[config.mk]
export PLATFORM = sky130hd
export DESIGN_NAME = motion_door_controller_core_flat
export DESIGN_NICKNAME = d
export VERILOG_FILES = /design/src/rtl/core/mdc_pkg.sv /design/src/rtl/core/mdc_if.sv /design/src/rtl/core/mdc_cfg_regs.sv /design/src/rtl/core/mdc_ctrl.sv /design/src/rtl/core/motion_door_controller_core.sv /design/src/flat_wrapper.sv
export SDC_FILE = /design/constraint.sdc
export NUM_CORES = 1
export LEC_CHECK = 0
export BUFFER_PORTS_ARGS = -buffer_cell sky130_fd_sc_hd__buf_2
export CELL_PAD_IN_SITES_DETAIL_PLACEMENT = 0
export CELL_PAD_IN_SITES_GLOBAL_PLACEMENT = 1
export CORE_UTILIZATION = 45
export CTS_CLUSTER_DIAMETER = 60
export DETAILED_ROUTE_END_ITERATION = 7
export PLACE_DENSITY = 0.87
export SLEW_MARGIN = 0
export SYNTH_ARGS = -nofsm -noshare
export SYNTH_HDL_FRONTEND = slang
export SYNTH_SLANG_ARGS = --single-unit
[constraint.sdc]
create_clock -name clk -period 5.8 [get_ports clk]
set_clock_uncertainty 0.1 [all_clocks]
set_input_delay 0.58 -clock clk [delete_from_list [all_inputs] [get_ports clk]]
set_output_delay 0.58 -clock clk [all_outputs]
set_load 0.01 [all_outputs]
[src/rtl/core/mdc_pkg.sv]
// ----------------------------------------------------------------------------
// mdc_pkg
// Types and constants shared by the motion door controller core.
// ----------------------------------------------------------------------------
package mdc_pkg;

  localparam int unsigned CFG_DATA_W = 16;
  localparam int unsigned CFG_IDX_W  = 2;

  localparam logic [CFG_IDX_W-1:0] CFG_IDX_DEBOUNCE   = 2'd0;
  localparam logic [CFG_IDX_W-1:0] CFG_IDX_HOLD_OPEN  = 2'd1;
  localparam logic [CFG_IDX_W-1:0] CFG_IDX_BLINK_HALF = 2'd2;

  localparam logic [CFG_DATA_W-1:0] DEBOUNCE_RST   = 16'd50;
  localparam logic [CFG_DATA_W-1:0] HOLD_OPEN_RST  = 16'd10000;
  localparam logic [CFG_DATA_W-1:0] BLINK_HALF_RST = 16'd500;

  typedef struct packed {
    logic [CFG_DATA_W-1:0] debounce_ticks;
    logic [CFG_DATA_W-1:0] hold_open_ticks;
    logic [CFG_DATA_W-1:0] blink_half_ticks;
  } cfg_t;

  typedef struct packed {
    logic motion_detected;
    logic door_open;
    logic indicator_on;
  } res_t;

endpackage

[src/rtl/core/mdc_if.sv]
// ----------------------------------------------------------------------------
// mdc channel interfaces
// Valid/ready channels for sensor ticks, results and register writes.
// ----------------------------------------------------------------------------
interface mdc_in_if;
  logic valid;
  logic ready;
  logic sensor_pressed;

  modport source (output valid, output sensor_pressed, input ready);
  modport sink   (input valid, input sensor_pressed, output ready);
endinterface

interface mdc_out_if;
  logic valid;
  logic ready;
  logic motion_detected;
  logic door_open;
  logic indicator_on;

  modport source (output valid, output motion_detected, output door_open,
                  output indicator_on, input ready);
  modport sink   (input valid, input motion_detected, input door_open,
                  input indicator_on, output ready);
endinterface

interface mdc_cfg_if;
  logic       valid;
  logic       ready;
  logic [1:0] index;
  logic [15:0] data;

  modport source (output valid, output index, output data, input ready);
  modport sink   (input valid, input index, input data, output ready);
endinterface

[src/rtl/core/mdc_cfg_regs.sv]
// ----------------------------------------------------------------------------
// mdc_cfg_regs
// Configuration register file: debounce, hold-open and blink periods.
// ----------------------------------------------------------------------------
module mdc_cfg_regs
  import mdc_pkg::*;
(
  input  logic                  clk,
  input  logic                  rst_n,
  input  logic                  wr_en,
  input  logic [CFG_IDX_W-1:0]  wr_idx,
  input  logic [CFG_DATA_W-1:0] wr_data,
  output cfg_t                  cfg
);

  cfg_t cfg_r;
  cfg_t cfg_nxt;

  always_comb begin
    cfg_nxt = cfg_r;
    if (wr_en) begin
      case (wr_idx)
        CFG_IDX_DEBOUNCE:   cfg_nxt.debounce_ticks   = wr_data;
        CFG_IDX_HOLD_OPEN:  cfg_nxt.hold_open_ticks  = wr_data;
        CFG_IDX_BLINK_HALF: cfg_nxt.blink_half_ticks = wr_data;
        default:            cfg_nxt = cfg_r;
      endcase
    end
  end

  always_ff @(posedge clk) begin
    if (!rst_n) begin
      cfg_r.debounce_ticks   <= DEBOUNCE_RST;
      cfg_r.hold_open_ticks  <= HOLD_OPEN_RST;
      cfg_r.blink_half_ticks <= BLINK_HALF_RST;
    end else begin
      cfg_r <= cfg_nxt;
    end
  end

  assign cfg = cfg_r;

endmodule

[src/rtl/core/mdc_ctrl.sv]
// ----------------------------------------------------------------------------
// mdc_ctrl
// Per-tick update of the debounce, door and indicator machines.
// ----------------------------------------------------------------------------
module mdc_ctrl
  import mdc_pkg::*;
#(
  parameter int unsigned TIMER_WIDTH = 16
) (
  input  logic clk,
  input  logic rst_n,
  input  logic tick,
  input  logic sensor_pressed,
  input  cfg_t cfg,
  output res_t res_nxt
);

  typedef enum logic [1:0] {
    MOT_IDLE     = 2'd0,
    MOT_PEND_ON  = 2'd1,
    MOT_ACTIVE   = 2'd2,
    MOT_PEND_OFF = 2'd3
  } mot_t;

  typedef enum logic [1:0] {
    DOOR_CLOSED = 2'd0,
    DOOR_OPEN   = 2'd1,
    DOOR_WAIT   = 2'd2
  } door_t;

  typedef logic [TIMER_WIDTH-1:0] tmr_t;

  mot_t  mot_r,  mot_nxt;
  door_t door_r, door_nxt;
  logic  lamp_r, lamp_nxt;
  tmr_t  mot_cnt_r,  mot_cnt_nxt;
  tmr_t  door_cnt_r, door_cnt_nxt;
  tmr_t  lamp_cnt_r, lamp_cnt_nxt;

  tmr_t debounce_ld;
  tmr_t hold_ld;
  tmr_t blink_ld;
  logic motion;

  assign debounce_ld = tmr_t'(cfg.debounce_ticks);
  assign hold_ld     = tmr_t'(cfg.hold_open_ticks);
  assign blink_ld    = tmr_t'(cfg.blink_half_ticks);

  always_comb begin
    // countdowns step toward zero first
    mot_cnt_nxt  = (mot_cnt_r  != '0) ? mot_cnt_r  - tmr_t'(1) : '0;
    door_cnt_nxt = (door_cnt_r != '0) ? door_cnt_r - tmr_t'(1) : '0;
    lamp_cnt_nxt = (lamp_cnt_r != '0) ? lamp_cnt_r - tmr_t'(1) : '0;

    // debounce
    mot_nxt = mot_r;
    case (mot_r)
      MOT_IDLE: begin
        if (sensor_pressed) begin
          mot_nxt     = MOT_PEND_ON;
          mot_cnt_nxt = debounce_ld;
        end
      end
      MOT_PEND_ON: begin
        if (!sensor_pressed) mot_nxt = MOT_IDLE;
        else if (mot_cnt_nxt == '0) mot_nxt = MOT_ACTIVE;
      end
      MOT_ACTIVE: begin
        if (sensor_pressed) begin
          mot_nxt     = MOT_PEND_OFF;
          mot_cnt_nxt = debounce_ld;
        end
      end
      default: begin
        if (!sensor_pressed) mot_nxt = MOT_ACTIVE;
        else if (mot_cnt_nxt == '0) mot_nxt = MOT_IDLE;
      end
    endcase
    motion = mot_nxt[1];

    // door, open falls through to the waiting check in the same tick
    door_nxt = door_r;
    if (door_r == DOOR_OPEN && !motion) begin
      door_nxt     = DOOR_WAIT;
      door_cnt_nxt = hold_ld;
    end
    case (door_nxt)
      DOOR_OPEN, DOOR_WAIT: begin
        if (motion) door_nxt = DOOR_OPEN;
        else if (door_cnt_nxt == '0) door_nxt = DOOR_CLOSED;
      end
      default: begin
        door_nxt = motion ? DOOR_OPEN : DOOR_CLOSED;
      end
    endcase

    // indicator
    lamp_nxt = lamp_r;
    if (!lamp_r) begin
      if (motion && lamp_cnt_nxt == '0) begin
        lamp_nxt     = 1'b1;
        lamp_cnt_nxt = blink_ld;
      end
    end else if (lamp_cnt_nxt == '0) begin
      lamp_nxt     = 1'b0;
      lamp_cnt_nxt = blink_ld;
    end

    res_nxt.motion_detected = motion;
    res_nxt.door_open       = (door_nxt != DOOR_CLOSED);
    res_nxt.indicator_on    = lamp_nxt;
  end

  always_ff @(posedge clk) begin
    if (!rst_n) begin
      mot_r      <= MOT_IDLE;
      door_r     <= DOOR_CLOSED;
      lamp_r     <= 1'b0;
      mot_cnt_r  <= '0;
      door_cnt_r <= '0;
      lamp_cnt_r <= '0;
    end else if (tick) begin
      mot_r      <= mot_nxt;
      door_r     <= door_nxt;
      lamp_r     <= lamp_nxt;
      mot_cnt_r  <= mot_cnt_nxt;
      door_cnt_r <= door_cnt_nxt;
      lamp_cnt_r <= lamp_cnt_nxt;
    end
  end

endmodule

[src/rtl/core/motion_door_controller_core.sv]
// A result passes the input register and then the result register before it is offered.
// Throughput: one tick per cycle unless the status channel back-pressures; the
//   next-state logic between the input register and the result register is combinational.
// Reset: rst_n synchronous active low; machines closed/idle, countdowns zero,
//   periods back to 50, 10000 and 500 ticks.
// ----------------------------------------------------------------------------
// motion_door_controller_core
// Debounced motion sensing, door hold-open timing and blinking indicator.
// ----------------------------------------------------------------------------
module motion_door_controller_core
  import mdc_pkg::*;
#(
  parameter int unsigned TIMER_WIDTH = 16
) (
  input  logic             clk,
  input  logic             rst_n,
  mdc_in_if.sink           in_ch,
  mdc_out_if.source        out_ch,
  mdc_cfg_if.sink          cfg_ch
);

  logic in_vld_r;
  logic in_sensor_r;
  logic out_vld_r;
  res_t out_res_r;
  res_t res_nxt;
  cfg_t cfg;
  logic advance;

  // input stage moves on when the result register is free or being drained
  assign advance     = in_vld_r && (!out_vld_r || out_ch.ready);
  assign in_ch.ready = !in_vld_r || advance;
  assign cfg_ch.ready = 1'b1;

  mdc_cfg_regs u_cfg (
    .clk     (clk),
    .rst_n   (rst_n),
    .wr_en   (cfg_ch.valid),
    .wr_idx  (cfg_ch.index),
    .wr_data (cfg_ch.data),
    .cfg     (cfg)
  );

  mdc_ctrl #(
    .TIMER_WIDTH (TIMER_WIDTH)
  ) u_ctrl (
    .clk            (clk),
    .rst_n          (rst_n),
    .tick           (advance),
    .sensor_pressed (in_sensor_r),
    .cfg            (cfg),
    .res_nxt        (res_nxt)
  );

  always_ff @(posedge clk) begin
    if (!rst_n) begin
      in_vld_r  <= 1'b0;
      out_vld_r <= 1'b0;
    end else begin
      if (in_ch.ready) in_vld_r <= in_ch.valid;
      if (advance) out_vld_r <= 1'b1;
      else if (out_ch.ready) out_vld_r <= 1'b0;
    end
  end

  always_ff @(posedge clk) begin
    if (in_ch.ready && in_ch.valid) in_sensor_r <= in_ch.sensor_pressed;
    if (advance) out_res_r <= res_nxt;
  end

  assign out_ch.valid           = out_vld_r;
  assign out_ch.motion_detected = out_res_r.motion_detected;
  assign out_ch.door_open       = out_res_r.door_open;
  assign out_ch.indicator_on    = out_res_r.indicator_on;

endmodule

[src/flat_wrapper.sv]
// flat-port wrapper written by rule: the top's interface ports become plain ports
module motion_door_controller_core_flat import mdc_pkg::*;
#(
  parameter int unsigned TIMER_WIDTH = 16
)
  (clk, rst_n, in_ch_valid, in_ch_sensor_pressed, in_ch_ready, out_ch_valid, out_ch_motion_detected, out_ch_door_open, out_ch_indicator_on, out_ch_ready, cfg_ch_valid, cfg_ch_index, cfg_ch_data, cfg_ch_ready);
  mdc_in_if in_ch_i ();
  mdc_out_if out_ch_i ();
  mdc_cfg_if cfg_ch_i ();
  input  logic clk;
  input  logic rst_n;
  input wire logic [$bits(in_ch_i.valid)-1:0] in_ch_valid;
  input wire logic [$bits(in_ch_i.sensor_pressed)-1:0] in_ch_sensor_pressed;
  output wire logic [$bits(in_ch_i.ready)-1:0] in_ch_ready;
  output wire logic [$bits(out_ch_i.valid)-1:0] out_ch_valid;
  output wire logic [$bits(out_ch_i.motion_detected)-1:0] out_ch_motion_detected;
  output wire logic [$bits(out_ch_i.door_open)-1:0] out_ch_door_open;
  output wire logic [$bits(out_ch_i.indicator_on)-1:0] out_ch_indicator_on;
  input wire logic [$bits(out_ch_i.ready)-1:0] out_ch_ready;
  input wire logic [$bits(cfg_ch_i.valid)-1:0] cfg_ch_valid;
  input wire logic [$bits(cfg_ch_i.index)-1:0] cfg_ch_index;
  input wire logic [$bits(cfg_ch_i.data)-1:0] cfg_ch_data;
  output wire logic [$bits(cfg_ch_i.ready)-1:0] cfg_ch_ready;
  assign in_ch_i.valid = in_ch_valid;
  assign in_ch_i.sensor_pressed = in_ch_sensor_pressed;
  assign in_ch_ready = in_ch_i.ready;
  assign out_ch_valid = out_ch_i.valid;
  assign out_ch_motion_detected = out_ch_i.motion_detected;
  assign out_ch_door_open = out_ch_i.door_open;
  assign out_ch_indicator_on = out_ch_i.indicator_on;
  assign out_ch_i.ready = out_ch_ready;
  assign cfg_ch_i.valid = cfg_ch_valid;
  assign cfg_ch_i.index = cfg_ch_index;
  assign cfg_ch_i.data = cfg_ch_data;
  assign cfg_ch_ready = cfg_ch_i.ready;
  motion_door_controller_core #(.TIMER_WIDTH(TIMER_WIDTH)) u_core (.clk(clk), .rst_n(rst_n), .in_ch(in_ch_i), .out_ch(out_ch_i), .cfg_ch(cfg_ch_i));
endmodule
# Word level (Yosys, flattened, before mapping)
# Cells that the tools add are included.
# totals
reg_bits	107
elab_cells	81
input_bits	24
out_inout_bits	6
# op_classes
add_sub_neg	3
reduce_logical	25
muxes	26
eq_ne	11
# ops
cell	count
16-bit two-way mux	9
16-bit logical NOT	3
16-bit nonzero test	3
16-bit by 1-bit subtractor with 16-bit output (second input constant)	3
2-bit two-way mux	10
2-bit by 1-bit equality test with 1-bit output (second input constant)	4
2-bit equality test (second input constant)	3
1-bit two-way mux	6
2-bit case mux with 3 select lines	1
2-bit AND reduction	3
5-bit AND reduction	1
1-bit logical AND	4
2-bit logical NOT	2
2-bit by 1-bit != test with 1-bit output (second input constant)	2
4-bit != test (second input constant)	1
2-bit nonzero test	2
2-bit OR reduction	2
1-bit logical NOT	3
3-bit != test (second input constant)	1
1-bit logical OR	2

# Depth between registers and ports, before layout
# Gate-level depths: netlist of run 1.
# logic_depth
word_depth	14
mapped_depth	13
mapped_depth_nobuf	10

# By module
# Synthesis of run 1 repeated with hierarchy kept, for this count alone.
# hier_totals
cells_unflattened	716
hier_area_um2	5911.9
# by_module_without_submodules
module	cells_per_inst	area_each_um2	seq_area_each_um2	instances
mdc_ctrl	511	3724.8	1061.0	1
mdc_cfg_regs	190	1951.9	960.9	1
motion_door_controller_core	15	235.2	160.2	1

# Worst setup path after synthesis of run 1
# OpenSTA, ideal clock, no wires.
# synth_timing
kind	flip-flop to flip-flop
startpoint	register u_core.u_ctrl.mot_cnt_r[0]
endpoint	register u_core.u_ctrl.door_cnt_r[11]
t_arrival_ns	2.828
required_ns	5.563
period_less_slack_ns	3.065
n_path_buf	3
slack_ns	2.735
stages_incl_launch_ff	14
setup_ns	0.137
cell_sequence	dfxtp_1 > inv_1 > ha_1 > or4b_4 > nor4_4 > xnor2_1 > a41o_1 > and4_4 > buf_6 > or3b_1 > buf_2 > buf_6 > mux2i_1 > a21oi_1
# synth_between
elab_chain_len	9
elab_cells_between_ends	12
classes_between	1 x add/sub; 7 x mux; 4 x reduce/logical
# synth_lines
item	line_no	rtl
start, declared	mdc_ctrl.sv:36	tmr_t mot_cnt_r, mot_cnt_nxt;
start signal, assigned	mdc_ctrl.sv:126	mot_cnt_r <= mot_cnt_nxt;
16-bit by 1-bit subtractor with 16-bit output / 16-bit nonzero test (equally long branches)	mdc_ctrl.sv:51	mot_cnt_nxt = (mot_cnt_r != '0) ? mot_cnt_r - tmr_t'(1) : '0;
16-bit two-way mux (*)	mdc_ctrl.sv:51	
16-bit logical NOT (*)	mdc_ctrl.sv:66, mdc_ctrl.sv:76	
2-bit two-way mux, on equally long branches	mdc_ctrl.sv:76, mdc_ctrl.sv:66	
2-bit two-way mux, on equally long branches	mdc_ctrl.sv:75, mdc_ctrl.sv:65	
2-bit case mux with 3 select lines (*)	mdc_ctrl.sv:57	case (mot_r)
1-bit logical NOT (*)	mdc_ctrl.sv:83	if (door_r == DOOR_OPEN && !motion) begin
1-bit logical AND (*)	mdc_ctrl.sv:83	
16-bit two-way mux (*)	mdc_ctrl.sv:83	
end signal, assigned	mdc_ctrl.sv:127	door_cnt_r <= door_cnt_nxt;
end, declared	mdc_ctrl.sv:37	tmr_t door_cnt_r, door_cnt_nxt;
# Every way passes the cells marked *; elsewhere a longest branch is shown, timed or not. The select of a mux whose other input is x is not followed.
# A chain may end at the register's enable or synchronous reset.

# Final worst setup path of run 1
# layout_timing
startpoint	register u_core.u_ctrl.lamp_cnt_r[0]
endpoint	register u_core.u_ctrl.lamp_cnt_r[1]
# layout_between
elab_chain_len	6
elab_cells_between_ends	8
classes_between	1 x add/sub; 4 x mux; 3 x reduce/logical
# layout_lines
item	line_no	rtl
start, declared	mdc_ctrl.sv:38	tmr_t lamp_cnt_r, lamp_cnt_nxt;
start signal, assigned	mdc_ctrl.sv:128	lamp_cnt_r <= lamp_cnt_nxt;
16-bit by 1-bit subtractor with 16-bit output / 16-bit nonzero test (equally long branches)	mdc_ctrl.sv:53	lamp_cnt_nxt = (lamp_cnt_r != '0) ? lamp_cnt_r - tmr_t'(1) : '0;
16-bit two-way mux (*)	mdc_ctrl.sv:53	
16-bit logical NOT	mdc_ctrl.sv:100, mdc_ctrl.sv:104	
1-bit logical AND	mdc_ctrl.sv:100	if (motion && lamp_cnt_nxt == '0) begin
16-bit two-way mux	mdc_ctrl.sv:100	
16-bit two-way mux (*)	mdc_ctrl.sv:99	if (!lamp_r) begin
# Every way passes the cells marked *; elsewhere a longest branch is shown, timed or not.

==> results of run 1 <==
==> per-layer routing <==
metal	up-vias	track usage, %
met4	0	8.18
met5	-	0
li1	2528	-
met3	21	5.45
met2	147	39.5
met1	2485	33.0
==> layout by cell type (no fill, tap or decap), types with 5 or more instances in the layout <==
master / instances
a211oi_1: 5
a21oi_1: 69
a31oi_1: 15
buf_2: 28
buf_4: 8
clkbuf_16: 9
dfxtp_1: 103
inv_1: 11
mux2i_1: 10
nand2_1: 144
nand3_1: 22
nand4_1: 5
nor2_1: 43
nor2b_1: 9
nor3_1: 29
nor3b_1: 7
nor4_1: 15
o211ai_1: 6
o21ai_0: 45
o21ai_1: 5
or3_1: 13
or4_1: 5
xnor2_1: 12
xor2_1: 5
==> kinds of logic (layout without fill, tap and decap cells) <==
kind of cell    after synthesis  after routing  synth area share [%]
compound gates              182            182                  20.1
mux                          10             10                  1.84
buf+inv                      59             65                  4.57
other cells                   1              2                0.0689
flops                       107            107                  40.1
fa+ha+maj                     3              3                 0.689
simple gates                330            330                  29.9
xor+xnor                     17             17                  2.73
==> where the power goes <==
group | switching [µW] | leakage, µW | internal (µW) | total (µW)
sequential | 58.6 | 0.000880 | 787 | 845
clock | 283 | 0.000159 | 374 | 657
combinational | 284 | 0.00118 | 190 | 473
total | 625 | 0.00222 | 1350 | 1980
==> registers in the layout, summed over array words and instances, names as in the netlist <==
name                           cells
u_core.u_cfg.cfg                  48
u_core.u_ctrl.door_cnt_r          16
u_core.u_ctrl.lamp_cnt_r          16
u_core.u_ctrl.mot_cnt_r           16
u_core.u_ctrl.door_r               2
u_core.u_ctrl.mot_r                2
u_core.in_sensor_r                 1
u_core.in_vld_r                    1
u_core.out_ch.door_open            1
u_core.out_ch.indicator_on         1
u_core.out_ch.motion_detected      1
u_core.out_ch.valid                1
u_core.u_ctrl.lamp_r               1
==> worst register-to-register path, cell delays in order, from the launching register on <==
cell and delay [ps]:
dfxtp_1 350, inv_1 90, ha_1 220, nor3b_1 700, nand2_1 330, nor3_1 260
buf_4 210, a31oi_1 80, nor4b_2 570, o31a_1 650, a21oi_1 160, a211oi_1 220
==> Yosys cell counts (all sizes together), types with 7 or more instances <==
library cell    n
a21oi          69
a31oi          16
buf             9
clkbuf         37
dfxtp         103
inv            13
mux2i          10
nand2         144
nand3          22
nor2           44
nor2b           9
nor3           31
nor3b           7
nor4           17
o21ai          50
or3            13
xnor2          12
==> worst min-delay path by stage <==
stage,slack [ps],cells after the start,endpoint,start
after floorplan,330,2,u_core.u_cfg.cfg[2]$_SDFFE_PN1P_,u_core.u_cfg.cfg[2]$_SDFFE_PN1P_
final,300,1,u_core.in_sensor_r$_DFFE_PP_,in_ch_sensor_pressed
after detailed placement,350,2,u_core.u_cfg.cfg[15]$_SDFFE_PN0P_,u_core.u_cfg.cfg[15]$_SDFFE_PN0P_
after global routing,290,1,u_core.in_sensor_r$_DFFE_PP_,in_ch_sensor_pressed
after global placement,350,2,u_core.u_cfg.cfg[12]$_SDFFE_PN0P_,u_core.u_cfg.cfg[12]$_SDFFE_PN0P_
after CTS,290,1,u_core.in_sensor_r$_DFFE_PP_,in_ch_sensor_pressed
==> final cells by class <==
type                       count  share of cell area [%]
tap                          143                    3.00
inverter                      13                   0.819
multi-input combinational    543                    50.7
clock buffer                  12                    4.47
timing repair buffer          36                    3.36
sequential                   107                    36.6
clock inverter                 4                   0.945
antenna                        1                  0.0420
==> per-stage QoR <==
| stage | hold slack [ps] | worst slack [ps] | total power (µW) |
|---|---|---|---|
| after floorplan | 332 | 2730 | 1210 |
| after global placement | 345 | 1980 | 1310 |
| after detailed placement | 350 | 1850 | 1320 |
| after CTS | 291 | 1820 | 1980 |
| after global routing | 291 | 1500 | 2080 |
| final | 303 | 1800 | 1980 |
==> flow_summary.yaml, run 1 <==
outcome:
  outcome: "finished, violations left"
  violations: "DRC"
critical_path:
  endpoint: "u_core.u_ctrl.lamp_cnt_r[1]$_SDFFE_PN0P_"
  critPathLaunchType: "flip-flop"
  cp.buffers_inverters: 2
  required_ps: 5970
  crit_fanout: 15
  cp.depth: 11
  worstPathArrival_ps: 4170
  critPathSlowestCell: "nor3b_1"
  r2r_slack_ps: 1800
  critPathKind: "flip-flop to flip-flop"
  crit_chain: "inv_1, ha_1, nor3b_1, nand2_1, nor3_1, buf_4, a31oi_1, nor4b_2, o31a_1, a21oi_1, a211oi_1"
  end_kind: "flip-flop"
  r2r-start: "u_core.u_ctrl.lamp_cnt_r[0]$_SDFFE_PN0P_"
  worstReg2RegEnd: "u_core.u_ctrl.lamp_cnt_r[1]$_SDFFE_PN0P_"
  slowest_delay_ps: 700
  crit_family: "simple AND/OR/NAND/NOR gates"
  crit_path_start: "u_core.u_ctrl.lamp_cnt_r[0]$_SDFFE_PN0P_"
  r2r.worst_path.cells: 11
detailed_routing:
  viasPerCell: 6.03
  dr.pass1.iters: 7
  wl_met3_um: 737
  avgRoutedWirePerCell_um: 17.3
  top_layer_used: "met4"
  vias: 5181
  wl_met1_um: 7020
  drtIter0Drc: 378
  route.met2.wl_um: 6830
  ant_nets: 0
  drc: 3
  wl_um: 14900
finish:
  stdcell_count: 859
  regArea_um2: 2180
  nets: 737
  final_area_um2: 5960
  multiInputGateArea_um2: 3020
  syn_to_final_growth_pct: 9.35
  utilization_pct: 51.3
  fillers: 1149
  layout-drive-gt1-share_pct: 9.51
global_routing:
  grt_remaining_overflow: 0
  grt_max_degree: 53
  grt_pass1_vias: 4867
  grt_pass1_wl_um: 24700
  antenna_found_initial: 1
  grt_use_total_pct: 24.6
logic_synthesis:
  synth_top_area_cell: "dfxtp_1"
  ys_types: 69
  ys.flop_type: "dfxtp_1"
  avgSynthCellArea_um2: 7.68
  yosys_warnings: 0
  synth_area_um2: 5450
  synth-seq-cells: 107
  synthCells: 709
  synth_area_leaders: "dfxtp_1 38%, nand2_1 9.9%, a21oi_1 6.3%"
  synth_edf_count: 4
  syn-num-nets: 736
  synthArstFlopShare_pct: 0
  synthDominantCellAreaShare_pct: 37.9
  ys_seq_area_share_pct: 40.1
floorplanning:
  die_area_um2: 12500
  die_h_um: 112
  die_w_um: 112
  io_pins: 30
  core_area_um2: 11600
  rows: 39
  initial_core_util_pct: 46.9
pwr:
  power_density_nw_per_um2: 332
  p_leak_uw: 0.00222
  vdd.ir_drop.worst_v: 0.000214
clock_network:
  post_cts_resized: 0
  hold_buffers: 0
  clk_latency_ps: 350
  clockRootBuffer: "clkbuf_16"
  tritoncts: "done"
  numCtsBuffers: 9
  clock_path_buffers: 2
  cts_setup_buffers: 0
  cts_sinks: 107
  clk_pin_slew_worst_paths_ps: 70
  h-tree-depth: 3
place:
  placed_cells: 842
  place_area_um2: 5630
  gp_congestion: 0.889
  hpwl_um: 10200
  numPortBuffers: 28
hold_path:
  hold_class: "input pin to flip-flop"
timing:
  period_minus_slack_ps: 4000
  tns_ps: 0
  drv_slew: 0
  worst_slew_pin_slew_ps: 1080
  setup_viol: 0
  relSlewSlack_pct: 27.3
  fin_crit_sh_pct: 69.0
  rsz0062_at_grt: "no"
  hold_violations: 0
  fmax_mhz: 250
run:
  maxCapViolations: 0
Note: power is estimated with default switching activity, not from simulation.
==> run 2: changes to the inputs <==
==> constraint.sdc (replaced) <==
create_clock -name clk -period 3.78 [get_ports clk]
set_clock_uncertainty 0.1 [all_clocks]
set_input_delay 0.378 -clock clk [delete_from_list [all_inputs] [get_ports clk]]
set_output_delay 0.378 -clock clk [all_outputs]
set_load 0.01 [all_outputs]
==> run 2 against run 1 <==
  * The run still ends with DRC left
  * First-iteration DRC count rose by 32%
  * Hold slack got worse by 210 ps
  * Wire length fell by 3.0%
  * Count of clock-buffer cells in the layout did not move
  * Sequential share of layout area fell by 0.16 points
  * Via count rose by 0.71%
  * Largest power group unchanged
==> flow_summary.yaml, run 2 (synthesis results as in run 1) <==
timing:
  drv_slew: 0
  fin_hold_ws_ps: 91.4
  relSlewSlack_pct: 33.3
  worst_slew_pin_slew_ps: 997
  hold_violations: 0
  fmax_mhz: 283
  tns_ps: 0
  setup_viol: 0
  period_minus_slack_ps: 3530
  fin_crit_sh_pct: 93.4
  rsz0062_at_grt: "no"
run:
  maxCapViolations: 0
floorplanning:
  initial_core_util_pct: 46.9
  die_w_um: 112
  core_area_um2: 11600
  die_h_um: 112
  io_pins: 30
  rows: 39
  die_area_um2: 12500
detailed_routing:
  wl_um: 14400
  dr.pass1.iters: 7
  drc: 3
  drtIter0Drc: 499
  viasPerCell: 6.01
  vias: 5218
  ant_nets: 0
  avgRoutedWirePerCell_um: 16.6
pwr:
  power_uw: 2950
  p_leak_uw: 0.00224
  vdd.ir_drop.worst_v: 0.000368
  power_density_nw_per_um2: 493
critical_path:
  end_kind: "flip-flop"
  r2r_slack_ps: 250
  crit_fanout: 14
  critPathKind: "flip-flop to flip-flop"
  required_ps: 3940
  worstPathArrival_ps: 3690
  critPathLaunchType: "flip-flop"
clock_network:
  cts_setup_buffers: 0
  h-tree-depth: 3
  hold_buffers: 0
  tritoncts: "done"
  post_cts_resized: 0
  cts_sinks: 107
  clk_latency_ps: 360
  numCtsBuffers: 9
  clockRootBuffer: "clkbuf_16"
  clk_pin_slew_worst_paths_ps: 70
  clock_path_buffers: 2
place:
  gp_congestion: 0.926
  numPortBuffers: 28
  placed_cells: 852
  hpwl_um: 10200
global_routing:
  antenna_found_initial: 0
  grt_pass1_wl_um: 23700
  grt_use_total_pct: 23.7
  grt_pass1_vias: 4622
  grt_max_degree: 41
  grt_remaining_overflow: 0
finish:
  layout-drive-gt1-share_pct: 10.3
  final_cell_mix: "144 x nand2_1, 103 x dfxtp_1, 69 x a21oi_1"
  stdcell_count: 868
  final_common_cell: "nand2_1"
  syn_to_final_growth_pct: 9.83
  nets: 747
  utilization_pct: 51.5
  diodes: 0
  largest_reg_flops: 48
outcome:
  outcome: "finished, violations left"
  violations: "DRC"
hold_path:
  hold_class: "input pin to flip-flop"
run 2: cell types whose count changed in the layout (fill, tap and decap cells not counted), sizes merged:
cell / previous run / this run
clkinvlp: 0 / 2
inv: 14 / 15
clkinv: 2 / 0
diode: 1 / 0
bufinv: 1 / 0
buf: 36 / 46
run 2: final cells by class:
class | count | area, µm²
sequential | 107 | 2180
inverter | 13 | 48.8
timing repair buffer | 46 | 275
clock inverter | 4 | 35.0
tap | 143 | 179
multi-input combinational | 543 | 3020
fill | 1134 | 5630
clock buffer | 12 | 246
run 2: through the flow:
stage | instance area, µm² | setup WS [ps]
4_1_cts | 5980 | 256
3_5_place_dp | 5700 | 278
2_1_floorplan | 5450 | 715
3_3_place_gp | 5700 | 447
6_report | 5980 | 251
5_1_grt | 5980 | 49.1
run 2: worst max-delay path, cell delays in order (launching register included):
cell and delay, ps:
dfxtp_1 340, inv_1 80, ha_1 250, or4b_4 560
or2_1 260, nor4_1 300, a41o_1 220, a31oi_2 180
or3b_1 680, mux2i_1 200, a221oi_1 240
run 2: metal layers:
metal	part of all wire, %	GRT usage (%)
met1	49	33.1
met5	0	0
met2	45	37.8
met4	1.6	6.93
met3	5.2	3.78
run 2: power by group:
part / leakage [µW] / switching (µW) / total (µW) / internal (µW)
registers: 0.000880 / 88.6 / 1300 / 1210
clock network: 0.000131 / 438 / 912 / 473
logic: 0.00123 / 432 / 742 / 309
total: 0.00224 / 959 / 2950 / 1990
run 2: worst paths after layout:
check | start | endpoint | cells after the start
setup / recovery | u_core.u_ctrl.mot_cnt_r[0]$_SDFFE_PN0P_ | u_core.u_ctrl.door_cnt_r[10]$_SDFFE_PN0P_ | 10
hold / removal | in_ch_sensor_pressed | u_core.in_sensor_r$_DFFE_PP_ | 1
setup reg to reg | u_core.u_ctrl.mot_cnt_r[0]$_SDFFE_PN0P_ | u_core.u_ctrl.door_cnt_r[10]$_SDFFE_PN0P_ | 10
hold reg to reg | u_core.u_cfg.cfg[12]$_SDFFE_PN0P_ | u_core.u_cfg.cfg[12]$_SDFFE_PN0P_ | 2
==> run 3: changes to the inputs <==
==> constraint.sdc (replaced) <==
create_clock -name clk -period 4.3 [get_ports clk]
set_clock_uncertainty 0.1 [all_clocks]
set_input_delay 0.43 -clock clk [delete_from_list [all_inputs] [get_ports clk]]
set_output_delay 0.43 -clock clk [all_outputs]
set_load 0.01 [all_outputs]
==> run 3 against run 2 <==
  * The run still ends with DRC left
  * Global-route usage rose by 0.71 points
  * First-iteration DRC count fell by 11%
  * Sequential cell count did not move
  * Count of clock-buffer cells in the layout rose by 1
  * Critical path depth did not move
==> flow_summary.yaml, run 3 (synthesis results as in run 1) <==
timing:
  relSlewSlack_pct: 27.9
  worst_slew_pin_slew_ps: 1080
  fmax_mhz: 279
  period_minus_slack_ps: 3580
  setup_viol: 0
  rsz0062_at_grt: "no"
  fin_crit_sh_pct: 83.4
  tns_ps: 0
  drv_slew: 0
  hold_violations: 0
pwr:
  vdd.ir_drop.worst_v: 0.000293
  p_leak_uw: 0.00223
  power_density_nw_per_um2: 446
place:
  gp_congestion: 0.917
  place_area_um2: 5650
  hpwl_um: 10100
  numPortBuffers: 28
hold_path:
  hold_class: "input pin to flip-flop"
finish:
  final_cell_mix: "144 x nand2_1, 103 x dfxtp_1, 69 x a21oi_1"
  final_area_um2: 5970
  syn_to_final_growth_pct: 9.65
  utilization_pct: 51.4
  nets: 740
  multiInputGateArea_um2: 3020
  regArea_um2: 2180
  diodes: 0
  final_common_cell: "nand2_1"
  layout-drive-gt1-share_pct: 9.61
  fillers: 1129
  largest_reg_flops: 48
floorplanning:
  core_area_um2: 11600
  rows: 39
  initial_core_util_pct: 46.9
  die_w_um: 112
  io_pins: 30
  die_h_um: 112
  die_area_um2: 12500
clock_network:
  numCtsBuffers: 9
  clk_pin_slew_worst_paths_ps: 70
  clk_latency_ps: 350
  cts_setup_buffers: 0
  clock_path_buffers: 2
  h-tree-depth: 3
  tritoncts: "done"
  post_cts_resized: 0
  cts_sinks: 107
  hold_buffers: 0
  clockRootBuffer: "clkbuf_16"
critical_path:
  cp.buffers_inverters: 1
  crit_chain: "inv_1, ha_1, or4b_4, or2_1, nor4_1, a41o_1, a31oi_2, or3b_1, mux2i_1, a221oi_1"
  critPathKind: "flip-flop to flip-flop"
  crit_path_start: "u_core.u_ctrl.mot_cnt_r[0]$_SDFFE_PN0P_"
  worstPathArrival_ps: 3740
  r2r.worst_path.cells: 10
  end_kind: "flip-flop"
  endpoint: "u_core.u_ctrl.door_cnt_r[10]$_SDFFE_PN0P_"
  r2r-start: "u_core.u_ctrl.mot_cnt_r[0]$_SDFFE_PN0P_"
  r2r_slack_ps: 720
  required_ps: 4450
  slowest_delay_ps: 700
  crit_family: "simple AND/OR/NAND/NOR gates"
  cp.depth: 10
  critPathLaunchType: "flip-flop"
  worstReg2RegEnd: "u_core.u_ctrl.door_cnt_r[10]$_SDFFE_PN0P_"
  crit_fanout: 14
  critPathSlowestCell: "or3b_1"
run:
  maxCapViolations: 0
global_routing:
  grt_remaining_overflow: 0
  antenna_found_initial: 0
  grt_max_degree: 55
  grt_use_total_pct: 24.4
  grt_pass1_wl_um: 24000
  grt_pass1_vias: 4577
detailed_routing:
  drc: 3
  drtIter0Drc: 444
  dr.pass1.iters: 7
  vias: 5151
  wl_um: 14600
  avgRoutedWirePerCell_um: 17.0
  viasPerCell: 5.98
  ant_nets: 0
outcome:
  violations: "DRC"
  outcome: "finished, violations left"
[run 3: cell types whose count changed in the layout (fill, tap and decap cells not counted)]
cell and change:
buf_4 -7, bufinv_16 +1, clkbuf_1 -1, clkbuf_16 +1, clkbuf_8 +1, clkinv_2 +1
clkinvlp_4 -1, inv_6 -1, inv_8 -1
[run 3: metal layers]
| layer | track usage (%) | share of wire, % | wire length (µm) |
|---|---|---|---|
| met5 | 0 | 0 | 0 |
| met4 | 7.11 | 1.3 | 185 |
| met3 | 5.18 | 6.7 | 979 |
| met2 | 38.5 | 46 | 6660 |
| met1 | 33.6 | 47 | 6810 |
[run 3: final cells by class]
type	count	area share (%)
Clock buffer	13	4.71
Tap cell	143	3.00
Inverter	13	0.817
Sequential cell	107	36.5
Clock inverter	3	0.712
Timing Repair Buffer	39	3.73
Multi-Input combinational cell	543	50.5
[run 3: stage by stage]
step / power [µW] / cells / setup slack (ps) / hold WS, ps
finish: 2660 / 861 / 715 / 153
global route: 2810 / 861 / 531 / 132
CTS: 2680 / 861 / 794 / 138
detailed placement: 1790 / 845 / 812 / 350
global placement: 1780 / 845 / 901 / 345
floorplan: 1630 / 709 / 1230 / 332
[run 3: report_power, final]
group	internal, µW	switching, µW	leakage [µW]
logic	265	381	0.00119
clock network	518	363	0.000157
registers	1060	76.1	0.000880
[run 3: worst register-to-register path, stage by stage (launching register included)]
cell and delay (ps):
dfxtp_1 340, inv_1 80, ha_1 240, or4b_4 550
or2_1 260, nor4_1 300, a41o_1 220, a31oi_2 220
or3b_1 700, mux2i_1 210, a221oi_1 260
[run 3: worst min path at each step]
stage | start | to | depth (start not counted)
6_report | in_ch_sensor_pressed | u_core.in_sensor_r$_DFFE_PP_ | 1
5_1_grt | in_ch_sensor_pressed | u_core.in_sensor_r$_DFFE_PP_ | 1
4_1_cts | in_ch_sensor_pressed | u_core.in_sensor_r$_DFFE_PP_ | 1
3_5_place_dp | u_core.u_cfg.cfg[46]$_SDFFE_PN0P_ | u_core.u_cfg.cfg[46]$_SDFFE_PN0P_ | 2
3_3_place_gp | u_core.u_cfg.cfg[9]$_SDFFE_PN0P_ | u_core.u_cfg.cfg[9]$_SDFFE_PN0P_ | 2
2_1_floorplan | u_core.u_cfg.cfg[2]$_SDFFE_PN1P_ | u_core.u_cfg.cfg[2]$_SDFFE_PN1P_ | 2
